$ cat src/rtl/core/ctf_pkg.sv
// ----------------------------------------------------------------------------
// ctf_pkg
// Shared types, constants and helper functions of the tilt filter.
// ----------------------------------------------------------------------------
`default_nettype none

package ctf_pkg;

    localparam int unsigned CTF_CORDIC_STEPS = 16;
    localparam int unsigned CTF_ATAN_LEN     = 24;
    localparam int unsigned CTF_QUEUE_DEPTH  = 2;
    localparam int unsigned CTF_PADDR_W      = 4;

    localparam int unsigned CTF_SAMPLE_W = 16;
    localparam int unsigned CTF_ANGLE_W  = 32;
    localparam int unsigned CTF_TILT_W   = 26;
    localparam int unsigned CTF_CORDIC_W = 33;
    localparam int unsigned CTF_ATAN_W   = 22;
    localparam int unsigned CTF_MUL_A_W  = 18;
    localparam int unsigned CTF_PROD_W   = 50;
    localparam int unsigned CTF_ACC_W    = 51;
    localparam int unsigned CTF_MAG_W    = 17;

    localparam logic [16:0] CTF_ONE_Q16 = 17'd65536;
    localparam logic signed [CTF_TILT_W-1:0] CTF_DEG180 = 26'sd11796480;

    localparam logic [15:0] CTF_DT_RESET     = 16'd655;
    localparam logic [16:0] CTF_WEIGHT_RESET = 17'd64225;
    localparam logic [16:0] CTF_GATE_LO_RESET = 17'd2048;
    localparam logic [16:0] CTF_GATE_HI_RESET = 17'd8192;

    typedef enum logic [1:0] {
        CTF_REG_DT_STEP     = 2'd0,
        CTF_REG_GYRO_WEIGHT = 2'd1,
        CTF_REG_GATE_LOW    = 2'd2,
        CTF_REG_GATE_HIGH   = 2'd3
    } t_ctf_reg;

    typedef struct packed {
        logic [15:0] dt_step;
        logic [16:0] gyro_weight;
        logic [16:0] gate_low;
        logic [16:0] gate_high;
    } t_ctf_cfg;

    typedef struct packed {
        logic signed [CTF_SAMPLE_W-1:0] accel_x;
        logic signed [CTF_SAMPLE_W-1:0] accel_y;
        logic signed [CTF_SAMPLE_W-1:0] accel_z;
        logic signed [CTF_SAMPLE_W-1:0] gyro_x;
        logic signed [CTF_SAMPLE_W-1:0] gyro_y;
        logic                           applied;
    } t_ctf_item;

    function automatic logic [CTF_ATAN_W-1:0] ctf_atan(input logic [4:0] idx);
        logic [CTF_ATAN_W-1:0] val;
        case (idx)
            5'd0:    val = 22'd2949120;
            5'd1:    val = 22'd1740967;
            5'd2:    val = 22'd919879;
            5'd3:    val = 22'd466945;
            5'd4:    val = 22'd234379;
            5'd5:    val = 22'd117304;
            5'd6:    val = 22'd58666;
            5'd7:    val = 22'd29335;
            5'd8:    val = 22'd14668;
            5'd9:    val = 22'd7334;
            5'd10:   val = 22'd3667;
            5'd11:   val = 22'd1833;
            5'd12:   val = 22'd917;
            5'd13:   val = 22'd458;
            5'd14:   val = 22'd229;
            5'd15:   val = 22'd115;
            5'd16:   val = 22'd57;
            5'd17:   val = 22'd29;
            5'd18:   val = 22'd14;
            5'd19:   val = 22'd7;
            5'd20:   val = 22'd4;
            5'd21:   val = 22'd2;
            5'd22:   val = 22'd1;
            default: val = 22'd0;
        endcase
        return val;
    endfunction

    function automatic logic signed [CTF_ANGLE_W-1:0] ctf_sat32(
        input logic signed [CTF_ACC_W-1:0] v
    );
        logic [CTF_ACC_W-CTF_ANGLE_W:0] top;
        logic signed [CTF_ANGLE_W-1:0]  res;
        top = v[CTF_ACC_W-1:CTF_ANGLE_W-1];
        if ((&top) || !(|top)) begin
            res = v[CTF_ANGLE_W-1:0];
        end else if (v[CTF_ACC_W-1]) begin
            res = {1'b1, {(CTF_ANGLE_W-1){1'b0}}};
        end else begin
            res = {1'b0, {(CTF_ANGLE_W-1){1'b1}}};
        end
        return res;
    endfunction

endpackage

`default_nettype wire

$ cat src/rtl/core/ctf_if.sv
// ----------------------------------------------------------------------------
// ctf_if
// Sample and result channels of the tilt filter, valid/ready handshake.
// ----------------------------------------------------------------------------
`default_nettype none

interface ctf_in_if;
    logic        valid;
    logic        ready;
    logic signed [15:0] accel_x;
    logic signed [15:0] accel_y;
    logic signed [15:0] accel_z;
    logic signed [15:0] gyro_x;
    logic signed [15:0] gyro_y;

    modport source (output valid, output accel_x, output accel_y, output accel_z,
                    output gyro_x, output gyro_y, input ready);
    modport sink   (input valid, input accel_x, input accel_y, input accel_z,
                    input gyro_x, input gyro_y, output ready);
endinterface

interface ctf_out_if;
    logic        valid;
    logic        ready;
    logic signed [31:0] pitch_out;
    logic signed [31:0] roll_out;
    logic        accel_applied;

    modport source (output valid, output pitch_out, output roll_out,
                    output accel_applied, input ready);
    modport sink   (input valid, input pitch_out, input roll_out,
                    input accel_applied, output ready);
endinterface

`default_nettype wire

$ cat src/rtl/core/ctf_front.sv
// ----------------------------------------------------------------------------
// ctf_front
// Accepts a sample beat, evaluates the accelerometer magnitude gate and
// hands the classified sample to the queue.
// ----------------------------------------------------------------------------
`default_nettype none

module ctf_front (
    ctf_in_if.sink              i_smp,
    input  ctf_pkg::t_ctf_cfg   i_cfg,
    input  logic                i_full,
    output logic                o_push,
    output ctf_pkg::t_ctf_item  o_item
);

    logic [ctf_pkg::CTF_MAG_W-1:0] abs_x;
    logic [ctf_pkg::CTF_MAG_W-1:0] abs_y;
    logic [ctf_pkg::CTF_MAG_W-1:0] abs_z;
    logic [ctf_pkg::CTF_MAG_W-1:0] mag;

    always_comb begin
        abs_x = i_smp.accel_x[15] ? (17'd0 - 17'(i_smp.accel_x)) : 17'(i_smp.accel_x);
        abs_y = i_smp.accel_y[15] ? (17'd0 - 17'(i_smp.accel_y)) : 17'(i_smp.accel_y);
        abs_z = i_smp.accel_z[15] ? (17'd0 - 17'(i_smp.accel_z)) : 17'(i_smp.accel_z);
        mag   = abs_x + abs_y + abs_z;
    end

    assign i_smp.ready = !i_full;
    assign o_push      = i_smp.valid && !i_full;

    always_comb begin
        o_item.accel_x = i_smp.accel_x;
        o_item.accel_y = i_smp.accel_y;
        o_item.accel_z = i_smp.accel_z;
        o_item.gyro_x  = i_smp.gyro_x;
        o_item.gyro_y  = i_smp.gyro_y;
        o_item.applied = (mag > i_cfg.gate_low) && (mag < i_cfg.gate_high);
    end

endmodule

`default_nettype wire

$ cat src/rtl/core/ctf_fifo.sv
// ----------------------------------------------------------------------------
// ctf_fifo
// Short queue of classified samples between the front and the back end.
// ----------------------------------------------------------------------------
`default_nettype none

module ctf_fifo (
    input  logic                i_clk,
    input  logic                i_rst_n,
    input  logic                i_push,
    input  ctf_pkg::t_ctf_item  i_item,
    input  logic                i_pop,
    output logic                o_full,
    output logic                o_valid,
    output ctf_pkg::t_ctf_item  o_item
);

    localparam int unsigned DEPTH = ctf_pkg::CTF_QUEUE_DEPTH;
    localparam int unsigned PTR_W = (DEPTH > 1) ? $clog2(DEPTH) : 1;
    localparam int unsigned CNT_W = $clog2(DEPTH + 1);

    ctf_pkg::t_ctf_item r_mem [DEPTH];
    logic [PTR_W-1:0]   r_wr_ptr;
    logic [PTR_W-1:0]   r_rd_ptr;
    logic [CNT_W-1:0]   r_count;

    assign o_full  = (r_count == CNT_W'(DEPTH));
    assign o_valid = (r_count != '0);
    assign o_item  = r_mem[r_rd_ptr];

    always_ff @(posedge i_clk) begin
        if (i_push) begin
            r_mem[r_wr_ptr] <= i_item;
        end
    end

    always_ff @(posedge i_clk) begin
        if (!i_rst_n) begin
            r_wr_ptr <= '0;
            r_rd_ptr <= '0;
            r_count  <= '0;
        end else begin
            if (i_push) begin
                r_wr_ptr <= (r_wr_ptr == PTR_W'(DEPTH - 1)) ? '0 : r_wr_ptr + 1'b1;
            end
            if (i_pop) begin
                r_rd_ptr <= (r_rd_ptr == PTR_W'(DEPTH - 1)) ? '0 : r_rd_ptr + 1'b1;
            end
            if (i_push && !i_pop) begin
                r_count <= r_count + 1'b1;
            end else if (!i_push && i_pop) begin
                r_count <= r_count - 1'b1;
            end
        end
    end

endmodule

`default_nettype wire

$ cat src/rtl/core/ctf_cordic.sv
// ----------------------------------------------------------------------------
// ctf_cordic
// Iterative vectoring CORDIC that returns atan2(y, x) in Q16 degrees,
// one micro-rotation per clock.
// ----------------------------------------------------------------------------
`default_nettype none

module ctf_cordic #(
    parameter int unsigned STEPS = ctf_pkg::CTF_CORDIC_STEPS
) (
    input  logic                                   i_clk,
    input  logic                                   i_rst_n,
    input  logic                                   i_start,
    input  logic signed [ctf_pkg::CTF_SAMPLE_W-1:0] i_y,
    input  logic signed [ctf_pkg::CTF_SAMPLE_W-1:0] i_x,
    output logic                                   o_busy,
    output logic signed [ctf_pkg::CTF_TILT_W-1:0]   o_angle
);

    localparam int unsigned RUN   = (STEPS > ctf_pkg::CTF_ATAN_LEN) ?
                                    ctf_pkg::CTF_ATAN_LEN : STEPS;
    localparam int unsigned CNT_W = (RUN > 1) ? $clog2(RUN) : 1;
    localparam int unsigned CW    = ctf_pkg::CTF_CORDIC_W;
    localparam int unsigned TW    = ctf_pkg::CTF_TILT_W;

    logic signed [CW-1:0] r_x, n_x;
    logic signed [CW-1:0] r_y, n_y;
    logic signed [TW-1:0] r_z, n_z;
    logic [CNT_W-1:0]     r_cnt, n_cnt;
    logic                 r_busy, n_busy;
    logic                 r_zero, n_zero;

    logic signed [16:0]   x_ext;
    logic signed [16:0]   y_ext;
    logic signed [CW-1:0] xs;
    logic signed [CW-1:0] ys;
    logic signed [TW-1:0] step;

    always_comb begin
        n_x    = r_x;
        n_y    = r_y;
        n_z    = r_z;
        n_cnt  = r_cnt;
        n_busy = r_busy;
        n_zero = r_zero;
        x_ext  = 17'(i_x);
        y_ext  = 17'(i_y);
        xs     = r_x >>> r_cnt;
        ys     = r_y >>> r_cnt;
        step   = signed'({{(TW - ctf_pkg::CTF_ATAN_W){1'b0}}, ctf_pkg::ctf_atan(5'(r_cnt))});
        if (i_start) begin
            n_zero = (i_x == '0) && (i_y == '0);
            if (i_x[ctf_pkg::CTF_SAMPLE_W-1]) begin
                x_ext = -x_ext;
                y_ext = -y_ext;
                n_z   = i_y[ctf_pkg::CTF_SAMPLE_W-1] ? -ctf_pkg::CTF_DEG180
                                                     : ctf_pkg::CTF_DEG180;
            end else begin
                n_z = '0;
            end
            n_x    = CW'(x_ext) <<< 14;
            n_y    = CW'(y_ext) <<< 14;
            n_cnt  = '0;
            n_busy = 1'b1;
        end else if (r_busy) begin
            if (!r_y[CW-1]) begin
                n_x = r_x + ys;
                n_y = r_y - xs;
                n_z = r_z + step;
            end else begin
                n_x = r_x - ys;
                n_y = r_y + xs;
                n_z = r_z - step;
            end
            if (r_cnt == CNT_W'(RUN - 1)) begin
                n_busy = 1'b0;
            end else begin
                n_cnt = r_cnt + 1'b1;
            end
        end
    end

    always_ff @(posedge i_clk) begin
        if (!i_rst_n) begin
            r_busy <= 1'b0;
            r_cnt  <= '0;
        end else begin
            r_busy <= n_busy;
            r_cnt  <= n_cnt;
        end
        r_x    <= n_x;
        r_y    <= n_y;
        r_z    <= n_z;
        r_zero <= n_zero;
    end

    assign o_busy  = r_busy;
    assign o_angle = r_zero ? '0 : r_z;

endmodule

`default_nettype wire

$ cat src/rtl/core/ctf_back.sv
// ----------------------------------------------------------------------------
// ctf_back
// Back end: integrates the gyro rates and, for gated samples, runs the two
// tilt CORDICs and blends the angles through one shared multiplier, then registers the result beat.
// ----------------------------------------------------------------------------
`default_nettype none

module ctf_back #(
    parameter int unsigned CORDIC_STEPS = ctf_pkg::CTF_CORDIC_STEPS
) (
    input  logic                i_clk,
    input  logic                i_rst_n,
    input  ctf_pkg::t_ctf_cfg   i_cfg,
    input  logic                i_valid,
    input  ctf_pkg::t_ctf_item  i_item,
    output logic                o_pop,
    ctf_out_if.source           o_res
);

    localparam int unsigned AW = ctf_pkg::CTF_ANGLE_W;
    localparam int unsigned PW = ctf_pkg::CTF_PROD_W;
    localparam int unsigned SW = ctf_pkg::CTF_ACC_W;
    localparam int unsigned MW = ctf_pkg::CTF_MUL_A_W;

    typedef enum logic [3:0] {
        S_IDLE, S_GX, S_GY, S_GEND, S_WAIT, S_BP2, S_BP3, S_BR2, S_BR3, S_OUT
    } t_state;

    t_state                 r_state, n_state;
    logic signed [15:0]     r_gx, n_gx;
    logic signed [15:0]     r_gy, n_gy;
    logic                   r_applied, n_applied;
    logic signed [AW-1:0]   r_pitch, n_pitch;
    logic signed [AW-1:0]   r_roll, n_roll;
    logic signed [PW-1:0]   r_prod, n_prod;
    logic signed [PW-1:0]   r_acc, n_acc;
    logic                   r_ovalid, n_ovalid;
    logic signed [AW-1:0]   r_opitch, n_opitch;
    logic signed [AW-1:0]   r_oroll, n_oroll;
    logic                   r_oapplied, n_oapplied;

    logic [16:0]            w_gyro;
    logic [16:0]            w_accel;
    logic signed [MW-1:0]   mul_a;
    logic signed [AW-1:0]   mul_b;
    logic signed [SW-1:0]   gyro_sum;
    logic signed [SW-1:0]   blend_sum;
    logic                   cordic_start;
    logic                   busy_p;
    logic                   busy_r;
    logic signed [ctf_pkg::CTF_TILT_W-1:0] tilt_p;
    logic signed [ctf_pkg::CTF_TILT_W-1:0] tilt_r;

    assign o_pop        = (r_state == S_IDLE) && i_valid;
    assign cordic_start = o_pop && i_item.applied;

    ctf_cordic #(.STEPS(CORDIC_STEPS)) u_cordic_pitch (
        .i_clk   (i_clk),
        .i_rst_n (i_rst_n),
        .i_start (cordic_start),
        .i_y     (i_item.accel_y),
        .i_x     (i_item.accel_z),
        .o_busy  (busy_p),
        .o_angle (tilt_p)
    );

    ctf_cordic #(.STEPS(CORDIC_STEPS)) u_cordic_roll (
        .i_clk   (i_clk),
        .i_rst_n (i_rst_n),
        .i_start (cordic_start),
        .i_y     (i_item.accel_x),
        .i_x     (i_item.accel_z),
        .o_busy  (busy_r),
        .o_angle (tilt_r)
    );

    always_comb begin
        w_gyro  = (i_cfg.gyro_weight > ctf_pkg::CTF_ONE_Q16) ? ctf_pkg::CTF_ONE_Q16
                                                             : i_cfg.gyro_weight;
        w_accel = ctf_pkg::CTF_ONE_Q16 - w_gyro;
    end

    always_comb begin
        case (r_state)
            S_GX: begin
                mul_a = signed'({2'b00, i_cfg.dt_step});
                mul_b = AW'(r_gx);
            end
            S_GY: begin
                mul_a = signed'({2'b00, i_cfg.dt_step});
                mul_b = AW'(r_gy);
            end
            S_WAIT: begin
                mul_a = signed'({1'b0, w_gyro});
                mul_b = r_pitch;
            end
            S_BP2: begin
                mul_a = signed'({1'b0, w_accel});
                mul_b = AW'(tilt_p);
            end
            S_BP3: begin
                mul_a = signed'({1'b0, w_gyro});
                mul_b = r_roll;
            end
            S_BR2: begin
                mul_a = signed'({1'b0, w_accel});
                mul_b = AW'(tilt_r);
            end
            default: begin
                mul_a = '0;
                mul_b = '0;
            end
        endcase
    end

    always_comb begin
        n_state    = r_state;
        n_gx       = r_gx;
        n_gy       = r_gy;
        n_applied  = r_applied;
        n_pitch    = r_pitch;
        n_roll     = r_roll;
        n_acc      = r_acc;
        n_prod     = PW'(mul_a) * PW'(mul_b);
        n_ovalid   = r_ovalid && !o_res.ready;
        n_opitch   = r_opitch;
        n_oroll    = r_oroll;
        n_oapplied = r_oapplied;
        gyro_sum   = '0;
        blend_sum  = (SW'(r_acc) + SW'(r_prod)) >>> 16;
        case (r_state)
            S_IDLE: begin
                if (i_valid) begin
                    n_gx      = i_item.gyro_x;
                    n_gy      = i_item.gyro_y;
                    n_applied = i_item.applied;
                    n_state   = S_GX;
                end
            end
            S_GX: begin
                n_state = S_GY;
            end
            S_GY: begin
                gyro_sum = SW'(r_pitch) + SW'(r_prod >>> 4);
                n_pitch  = ctf_pkg::ctf_sat32(gyro_sum);
                n_state  = S_GEND;
            end
            S_GEND: begin
                gyro_sum = SW'(r_roll) - SW'(r_prod >>> 4);
                n_roll   = ctf_pkg::ctf_sat32(gyro_sum);
                n_state  = r_applied ? S_WAIT : S_OUT;
            end
            S_WAIT: begin
                if (!busy_p && !busy_r) begin
                    n_state = S_BP2;
                end
            end
            S_BP2: begin
                n_acc   = r_prod;
                n_state = S_BP3;
            end
            S_BP3: begin
                n_pitch = ctf_pkg::ctf_sat32(blend_sum);
                n_state = S_BR2;
            end
            S_BR2: begin
                n_acc   = r_prod;
                n_state = S_BR3;
            end
            S_BR3: begin
                n_roll  = ctf_pkg::ctf_sat32(blend_sum);
                n_state = S_OUT;
            end
            S_OUT: begin
                if (!r_ovalid || o_res.ready) begin
                    n_ovalid   = 1'b1;
                    n_opitch   = r_pitch;
                    n_oroll    = r_roll;
                    n_oapplied = r_applied;
                    n_state    = S_IDLE;
                end
            end
            default: begin
                n_state = S_IDLE;
            end
        endcase
    end

    always_ff @(posedge i_clk) begin
        if (!i_rst_n) begin
            r_state  <= S_IDLE;
            r_pitch  <= '0;
            r_roll   <= '0;
            r_ovalid <= 1'b0;
        end else begin
            r_state  <= n_state;
            r_pitch  <= n_pitch;
            r_roll   <= n_roll;
            r_ovalid <= n_ovalid;
        end
        r_gx       <= n_gx;
        r_gy       <= n_gy;
        r_applied  <= n_applied;
        r_prod     <= n_prod;
        r_acc      <= n_acc;
        r_opitch   <= n_opitch;
        r_oroll    <= n_oroll;
        r_oapplied <= n_oapplied;
    end

    assign o_res.valid         = r_ovalid;
    assign o_res.pitch_out     = r_opitch;
    assign o_res.roll_out      = r_oroll;
    assign o_res.accel_applied = r_oapplied;

endmodule

`default_nettype wire

$ cat src/rtl/core/complementary_tilt_filter_unit.sv
// ----------------------------------------------------------------------------
// complementary_tilt_filter_unit
// Complementary pitch/roll filter with APB register port.
// ----------------------------------------------------------------------------
// Each sample beat updates pitch and roll (Q16 degrees) from the gyro rates
// and, when the accelerometer magnitude lies inside the gate, blends both
// angles with CORDIC atan2 tilt angles; one result beat follows per sample.
// Without the blend the back end passes S_GX, S_GY, S_GEND and S_OUT on a
// sample; with the blend it adds S_WAIT and S_BP2 to S_BR3 before S_OUT.
// The added time is set by the CORDIC iterations (two units working in
// parallel) followed by the blend products on one shared 18 x 32
// multiplier. A stalled result beat holds the back end until it is taken.
// A two-entry queue lets the input take new samples while the back end is
// busy.
// ----------------------------------------------------------------------------
`default_nettype none

module complementary_tilt_filter_unit #(
    parameter int unsigned CORDIC_STEPS = ctf_pkg::CTF_CORDIC_STEPS
) (
    input  logic                              i_clk,
    input  logic                              i_rst_n,
    ctf_in_if.sink                            i_smp,
    ctf_out_if.source                         o_res,
    input  logic                              psel,
    input  logic                              penable,
    input  logic                              pwrite,
    input  logic [ctf_pkg::CTF_PADDR_W-1:0]   paddr,
    input  logic [31:0]                       pwdata,
    output logic [31:0]                       prdata,
    output logic                              pready
);

    ctf_pkg::t_ctf_cfg  r_cfg;
    ctf_pkg::t_ctf_reg  reg_sel;
    ctf_pkg::t_ctf_item push_item;
    ctf_pkg::t_ctf_item queue_item;
    logic               push;
    logic               pop;
    logic               full;
    logic               queue_valid;
    logic               wr_en;

    assign pready  = 1'b1;
    assign reg_sel = ctf_pkg::t_ctf_reg'(paddr[3:2]);
    assign wr_en   = psel && penable && pwrite;

    always_ff @(posedge i_clk) begin
        if (!i_rst_n) begin
            r_cfg.dt_step     <= ctf_pkg::CTF_DT_RESET;
            r_cfg.gyro_weight <= ctf_pkg::CTF_WEIGHT_RESET;
            r_cfg.gate_low    <= ctf_pkg::CTF_GATE_LO_RESET;
            r_cfg.gate_high   <= ctf_pkg::CTF_GATE_HI_RESET;
        end else if (wr_en) begin
            case (reg_sel)
                ctf_pkg::CTF_REG_DT_STEP:     r_cfg.dt_step     <= pwdata[15:0];
                ctf_pkg::CTF_REG_GYRO_WEIGHT: r_cfg.gyro_weight <= pwdata[16:0];
                ctf_pkg::CTF_REG_GATE_LOW:    r_cfg.gate_low    <= pwdata[16:0];
                ctf_pkg::CTF_REG_GATE_HIGH:   r_cfg.gate_high   <= pwdata[16:0];
                default: begin
                end
            endcase
        end
    end

    always_comb begin
        case (reg_sel)
            ctf_pkg::CTF_REG_DT_STEP:     prdata = {16'd0, r_cfg.dt_step};
            ctf_pkg::CTF_REG_GYRO_WEIGHT: prdata = {15'd0, r_cfg.gyro_weight};
            ctf_pkg::CTF_REG_GATE_LOW:    prdata = {15'd0, r_cfg.gate_low};
            ctf_pkg::CTF_REG_GATE_HIGH:   prdata = {15'd0, r_cfg.gate_high};
            default:                      prdata = '0;
        endcase
    end

    ctf_front u_front (
        .i_smp  (i_smp),
        .i_cfg  (r_cfg),
        .i_full (full),
        .o_push (push),
        .o_item (push_item)
    );

    ctf_fifo u_fifo (
        .i_clk   (i_clk),
        .i_rst_n (i_rst_n),
        .i_push  (push),
        .i_item  (push_item),
        .i_pop   (pop),
        .o_full  (full),
        .o_valid (queue_valid),
        .o_item  (queue_item)
    );

    ctf_back #(.CORDIC_STEPS(CORDIC_STEPS)) u_back (
        .i_clk   (i_clk),
        .i_rst_n (i_rst_n),
        .i_cfg   (r_cfg),
        .i_valid (queue_valid),
        .i_item  (queue_item),
        .o_pop   (pop),
        .o_res   (o_res)
    );

endmodule

`default_nettype wire

$ cat src/flat_wrapper.sv
// flat-port wrapper written by rule: the top's interface ports become plain ports
module complementary_tilt_filter_unit_flat 
#(
    parameter int unsigned CORDIC_STEPS = ctf_pkg::CTF_CORDIC_STEPS
)
  (i_clk, i_rst_n, psel, penable, pwrite, paddr, pwdata, prdata, pready, i_smp_valid, i_smp_accel_x, i_smp_accel_y, i_smp_accel_z, i_smp_gyro_x, i_smp_gyro_y, i_smp_ready, o_res_valid, o_res_pitch_out, o_res_roll_out, o_res_accel_applied, o_res_ready);
  ctf_in_if i_smp_i ();
  ctf_out_if o_res_i ();
  input  logic i_clk;
  input  logic i_rst_n;
  input  logic psel;
  input  logic penable;
  input  logic pwrite;
  input  logic [ctf_pkg::CTF_PADDR_W-1:0] paddr;
  input  logic [31:0] pwdata;
  output logic [31:0] prdata;
  output logic pready;
  input wire logic [$bits(i_smp_i.valid)-1:0] i_smp_valid;
  input wire logic [$bits(i_smp_i.accel_x)-1:0] i_smp_accel_x;
  input wire logic [$bits(i_smp_i.accel_y)-1:0] i_smp_accel_y;
  input wire logic [$bits(i_smp_i.accel_z)-1:0] i_smp_accel_z;
  input wire logic [$bits(i_smp_i.gyro_x)-1:0] i_smp_gyro_x;
  input wire logic [$bits(i_smp_i.gyro_y)-1:0] i_smp_gyro_y;
  output wire logic [$bits(i_smp_i.ready)-1:0] i_smp_ready;
  output wire logic [$bits(o_res_i.valid)-1:0] o_res_valid;
  output wire logic [$bits(o_res_i.pitch_out)-1:0] o_res_pitch_out;
  output wire logic [$bits(o_res_i.roll_out)-1:0] o_res_roll_out;
  output wire logic [$bits(o_res_i.accel_applied)-1:0] o_res_accel_applied;
  input wire logic [$bits(o_res_i.ready)-1:0] o_res_ready;
  assign i_smp_i.valid = i_smp_valid;
  assign i_smp_i.accel_x = i_smp_accel_x;
  assign i_smp_i.accel_y = i_smp_accel_y;
  assign i_smp_i.accel_z = i_smp_accel_z;
  assign i_smp_i.gyro_x = i_smp_gyro_x;
  assign i_smp_i.gyro_y = i_smp_gyro_y;
  assign i_smp_ready = i_smp_i.ready;
  assign o_res_valid = o_res_i.valid;
  assign o_res_pitch_out = o_res_i.pitch_out;
  assign o_res_roll_out = o_res_i.roll_out;
  assign o_res_accel_applied = o_res_i.accel_applied;
  assign o_res_i.ready = o_res_ready;
  complementary_tilt_filter_unit #(.CORDIC_STEPS(CORDIC_STEPS)) u_core (.i_clk(i_clk), .i_rst_n(i_rst_n), .i_smp(i_smp_i), .o_res(o_res_i), .psel(psel), .penable(penable), .pwrite(pwrite), .paddr(paddr), .pwdata(pwdata), .prdata(prdata), .pready(pready));
endmodule
$ cat config.mk
export PLATFORM = sky130hd
export DESIGN_NAME = complementary_tilt_filter_unit_flat
export DESIGN_NICKNAME = d
export VERILOG_FILES = /design/src/rtl/core/ctf_pkg.sv /design/src/rtl/core/ctf_if.sv /design/src/rtl/core/ctf_front.sv /design/src/rtl/core/ctf_fifo.sv /design/src/rtl/core/ctf_cordic.sv /design/src/rtl/core/ctf_back.sv /design/src/rtl/core/complementary_tilt_filter_unit.sv /design/src/flat_wrapper.sv
export SDC_FILE = /design/constraint.sdc
export NUM_CORES = 2
export LEC_CHECK = 0
export BUFFER_PORTS_ARGS = -buffer_cell sky130_fd_sc_hd__buf_2
export CORE_MARGIN = 2
export CORE_UTILIZATION = 65
export CTS_CLUSTER_SIZE = 40
export DETAILED_ROUTE_END_ITERATION = 6
export PLACE_DENSITY = 0.83
export SYNTH_ARGS = -nofsm -noshare
export SYNTH_HDL_FRONTEND = slang
export SYNTH_SLANG_ARGS = --single-unit
$ cat constraint.sdc
create_clock -name i_clk -period 10.7 [get_ports i_clk]
set_clock_uncertainty 0.1 [all_clocks]
set_input_delay 2.675 -clock i_clk [delete_from_list [all_inputs] [get_ports i_clk]]
set_output_delay 2.675 -clock i_clk [all_outputs]
set_load 0.03 [all_outputs]
==> results.json <==
{
  "pwr-share-seq": 0.187,
  "place_congestion": 1.01,
  "final_antenna_net_count": 0,
  "synthDominantCellAreaShare": 0.174,
  "fillerInstances": 8729,
  "internal_power_uw": 14000,
  "holdBufCountCts": 0,
  "dp.cells": 9845,
  "worst-path-max-fanout": 14,
  "dieArea_um2": 119000,
  "dr.first_iter.drc_count": 7361,
  "multi_input_logic_area_um2": 51900,
  "detailedPlacementHpwl_mm": 181,
  "proportion_of_synthesized_chip_area_in_sequential_cells": 0.254,
  "die_y_um": 346,
  "power.share.combinational": 0.694,
  "rr_worst_depth": 35,
  "synthTopCellsByCount": "914 x nand2_1, 831 x inv_1, 812 x nor2_1, 571 x a21oi_1, 546 x fa_1",
  "max_slew.worst_pin.slew_ps": 1400,
  "postSynthRegisterBits": 741,
  "layout.cell_area.non_filler_um2": 81400,
  "critical_path_class": "reg -> reg",
  "ioPinCount": 223,
  "crit_path_max_incr_delay_ps": 650,
  "crit_path_start": "u_core.r_cfg[43]",
  "min_period_over_period": 0.976,
  "track_usage": 0.385,
  "io_buffer_count": 189,
  "cellPowerDensity_nw_per_um2": 349,
  "total_power_uw": 28400,
  "cap_viol_max_count": 0,
  "route.detailed.drc": 0,
  "cp.required_ps": 11220,
  "cts.sinks": 741,
  "max_freq_mhz": 95.8,
  "synth_warnings": 0,
  "period_needed_ps": 10440,
  "worstReg2RegEnd": "u_core.u_back.r_prod[49]",
  "die_width_um": 346,
  "grt_first_pass_wirelength_mm": 361,
  "synthTopCellsByArea": "edfxtp_1 17%, fa_1 14%, ha_1 8.5%, dfxtp_1 7.9%, nand2_1 4.5%",
  "synth_most_common_cell": "nand2_1",
  "ys_dominant_reg_cell": "edfxtp_1",
  "syn-mean-instance-area_um2": 9.03,
  "cts_inserted_buffers": 86,
  "sw_frac_of_total": 0.507,
  "synth_cells": 8396,
  "worstSetupEndpointType": "flip-flop",
  "row_count": 125,
  "worstSetupStartpointType": "flip-flop",
  "route.detailed.vias_per_inst": 6.55,
  "total_switching_power_uw": 14400,
  "ctsHtreeMaxLevel": 3,
  "clk_pin_slew_ps": 60,
  "dr_total_vias": 65632,
  "ff_latch_area_um2": 19300,
  "ir_drop_uv": 273,
  "clk_network_pwr_share": 0.119,
  "most_area_hungry_cell_type_in_the_yosys_netlist": "edfxtp_1",
  "drtPass1Iterations": 7,
  "reg2reg_start": "u_core.r_cfg[43]",
  "via_count_of_the_first_global_routing_pass": 64488,
  "instances_no_fill": 10015,
  "static-leakage-power_uw": 0.0350,
  "worst_hold_path_type": "reg -> reg",
  "clock_path_buffers": 3,
  "fraction_of_final_layout_cells_with_drive_strength_greater_than_1": 0.0936,
  "timing.setup.tns_ps": 0,
  "ff2ff_setup_slack_ps": 260,
  "timing_hold_violations_final": 0,
  "synth.cell_area_um2": 75800,
  "final_max_slew_viol_count": 0,
  "slowest_stage": "and2_1",
  "finalNetCount": 9596,
  "overflow_left_after_global_routing": 0,
  "final-setup-viol-count": 0,
  "grt_max_degree": 76,
  "slew-limit-headroom": 0.0646,
  "area_grow_syn2layout_pct": 7.29,
  "hold_path.startpoint": "u_core.u_back.r_prod[0]",
  "path_common_cell": "fa_1",
  "wl_per_cell_um": 23.2,
  "floorplan.initialDensity": 0.654,
  "coreArea_um2": 116000,
  "run_status": "completed",
  "totalWireLength_mm": 233,
  "crit_path_end": "u_core.u_back.r_prod[49]",
  "worst_skew_pair.late_latency_ps": 750,
  "cts_tree": "yes",
  "clock-root-buffer": "clkbuf_16",
  "arrival_time_at_the_worst_endpoint_ps": 10960,
  "distinct_cell_type_count_after_synthesis": 118,
  "asyncSetResetFlopFracSynth": 0,
  "number_of_antenna_violations_at_the_first_check_in_global_routing": 11,
  "detailed_place.area_um2": 78000,
  "synth_edf_count": 440
}
==> metrics by stage <==
| step | setup slack (ps) | util | hold slack [ps] |
|---|---|---|---|
| finish | 258 | 0.702 | 336 |
| global route | -56.6 | 0.702 | 355 |
| CTS | 72.7 | 0.701 | 335 |
| detailed placement | 85.8 | 0.673 | 319 |
| global placement | 383 | 0.673 | 317 |
| floorplan | 876 | - | 309 |
==> how the worst min path moves through the flow <==
stage | endpoint | slack [ps] | cells after the start
after floorplan | u_core.u_back.r_acc[0] | 310 | 0
after global placement | u_core.u_back.r_acc[0] | 320 | 0
after detailed placement | u_core.u_back.r_acc[0] | 320 | 0
after CTS | u_core.u_back.r_acc[0] | 330 | 0
after global routing | u_core.u_back.r_acc[0] | 350 | 0
final | u_core.u_back.r_acc[0] | 340 | 0
==> cell type report <==
type | instances | share of cell area
multi-input cells | 6445 | 0.638
flip-flops and latches | 741 | 0.237
inverters | 833 | 0.0385
clock buffers | 97 | 0.0280
well taps | 1524 | 0.0234
repair buffers | 306 | 0.0231
clock inverters | 63 | 0.0120
diodes | 6 | 0.000185
==> state kept, by name, summed over array words and instances, names as in the netlist, 22 cells and up, named ones only <==
name / flops
u_core.u_back.u_cordic_pitch.r_z: 26
u_core.u_back.u_cordic_roll.r_y: 33
u_core.u_back.r_acc: 50
u_core.u_back.u_cordic_roll.r_x: 33
u_core.u_back.r_pitch: 32
u_core.u_back.r_roll: 32
u_core.u_back.u_cordic_roll.r_z: 26
u_core.r_cfg: 67
u_core.u_fifo.r_mem: 162
u_core.u_back.o_res.roll_out: 32
u_core.u_back.u_cordic_roll.step: 22
u_core.u_back.o_res.pitch_out: 32
u_core.u_back.u_cordic_pitch.r_x: 33
u_core.u_back.u_cordic_pitch.r_y: 33
u_core.u_back.r_prod: 50
u_core.u_back.u_cordic_pitch.step: 22
==> worst max-delay path: cells and delay by family (launching register included) <==
family / cells / cell delay (ps)
flip-flops: 1 / 350
adder cells (fa/ha/maj): 8 / 3710
buffers and inverters: 4 / 640
XOR/XNOR: 1 / 140
AO/OA/AOI/OAI: 12 / 3230
AND/OR/NAND/NOR: 9 / 2030
multiplexers: 1 / 140
==> cells by family after synthesis <==
kind of cell,Yosys count,share of synthesized area
and+or+nand+nor,2561,0.153
AOI/OAI and AO/OA,1840,0.156
buffers and inverters,1224,0.0650
adders and majority gates,1060,0.229
DFF,741,0.254
xor gates and xnor gates,567,0.0655
muxes,401,0.0782
other,2,0.0000990
==> cell usage in the layout, fill, tap and decap left out, drive strengths merged, types with 49 or more instances in the layout <==
cell type / netlist / final
nand2: 918 / 918
inv: 831 / 838
nor2: 813 / 813
a21oi: 572 / 572
fa: 546 / 546
ha: 514 / 514
edfxtp: 440 / 440
o21ai: 395 / 395
xnor2: 365 / 365
buf: 123 / 305
dfxtp: 301 / 301
xor2: 202 / 202
mux2i: 187 / 187
a21o: 160 / 160
nor3: 157 / 157
mux4: 143 / 143
nand3: 125 / 125
nand2b: 102 / 102
clkbuf: 268 / 97
and3: 81 / 81
a31oi: 79 / 79
nor2b: 71 / 71
mux2: 71 / 71
and2: 60 / 60
nand4: 57 / 57
a211oi: 56 / 56
o21a: 51 / 51
o22ai: 50 / 50
o211ai: 49 / 49
==> layer usage <==
| layer | vias up | track usage | part of all wire | wire, um |
|---|---|---|---|---|
| li1 | 29289 | - | - | - |
| met1 | 31660 | 0.517 | 0.39 | 90200 |
| met2 | 3961 | 0.587 | 0.43 | 101000 |
| met3 | 714 | 0.0992 | 0.13 | 29800 |
| met4 | 8 | 0.172 | 0.051 | 11800 |
| met5 | - | 0.00520 | 0.00038 | 89 |
==> power by group through the flow <==
| stage | clock (uW) | sequential (uW) | combinational (uW) |
|---|---|---|---|
| after floorplan | 0 | 4720 | 14800 |
| after global placement | 0 | 5250 | 18400 |
| after detailed placement | 0 | 5290 | 19000 |
| after CTS | 3400 | 5240 | 19200 |
| after global routing | 3520 | 5350 | 21500 |
| final | 3390 | 5310 | 19700 |
==> repair_timing <==
item	4_1_cts	5_1_grt
gates resized for setup	0	13
setup endpoints to repair	0	10
setup buffers	0	3
Power figures use the tool's default switching activity.
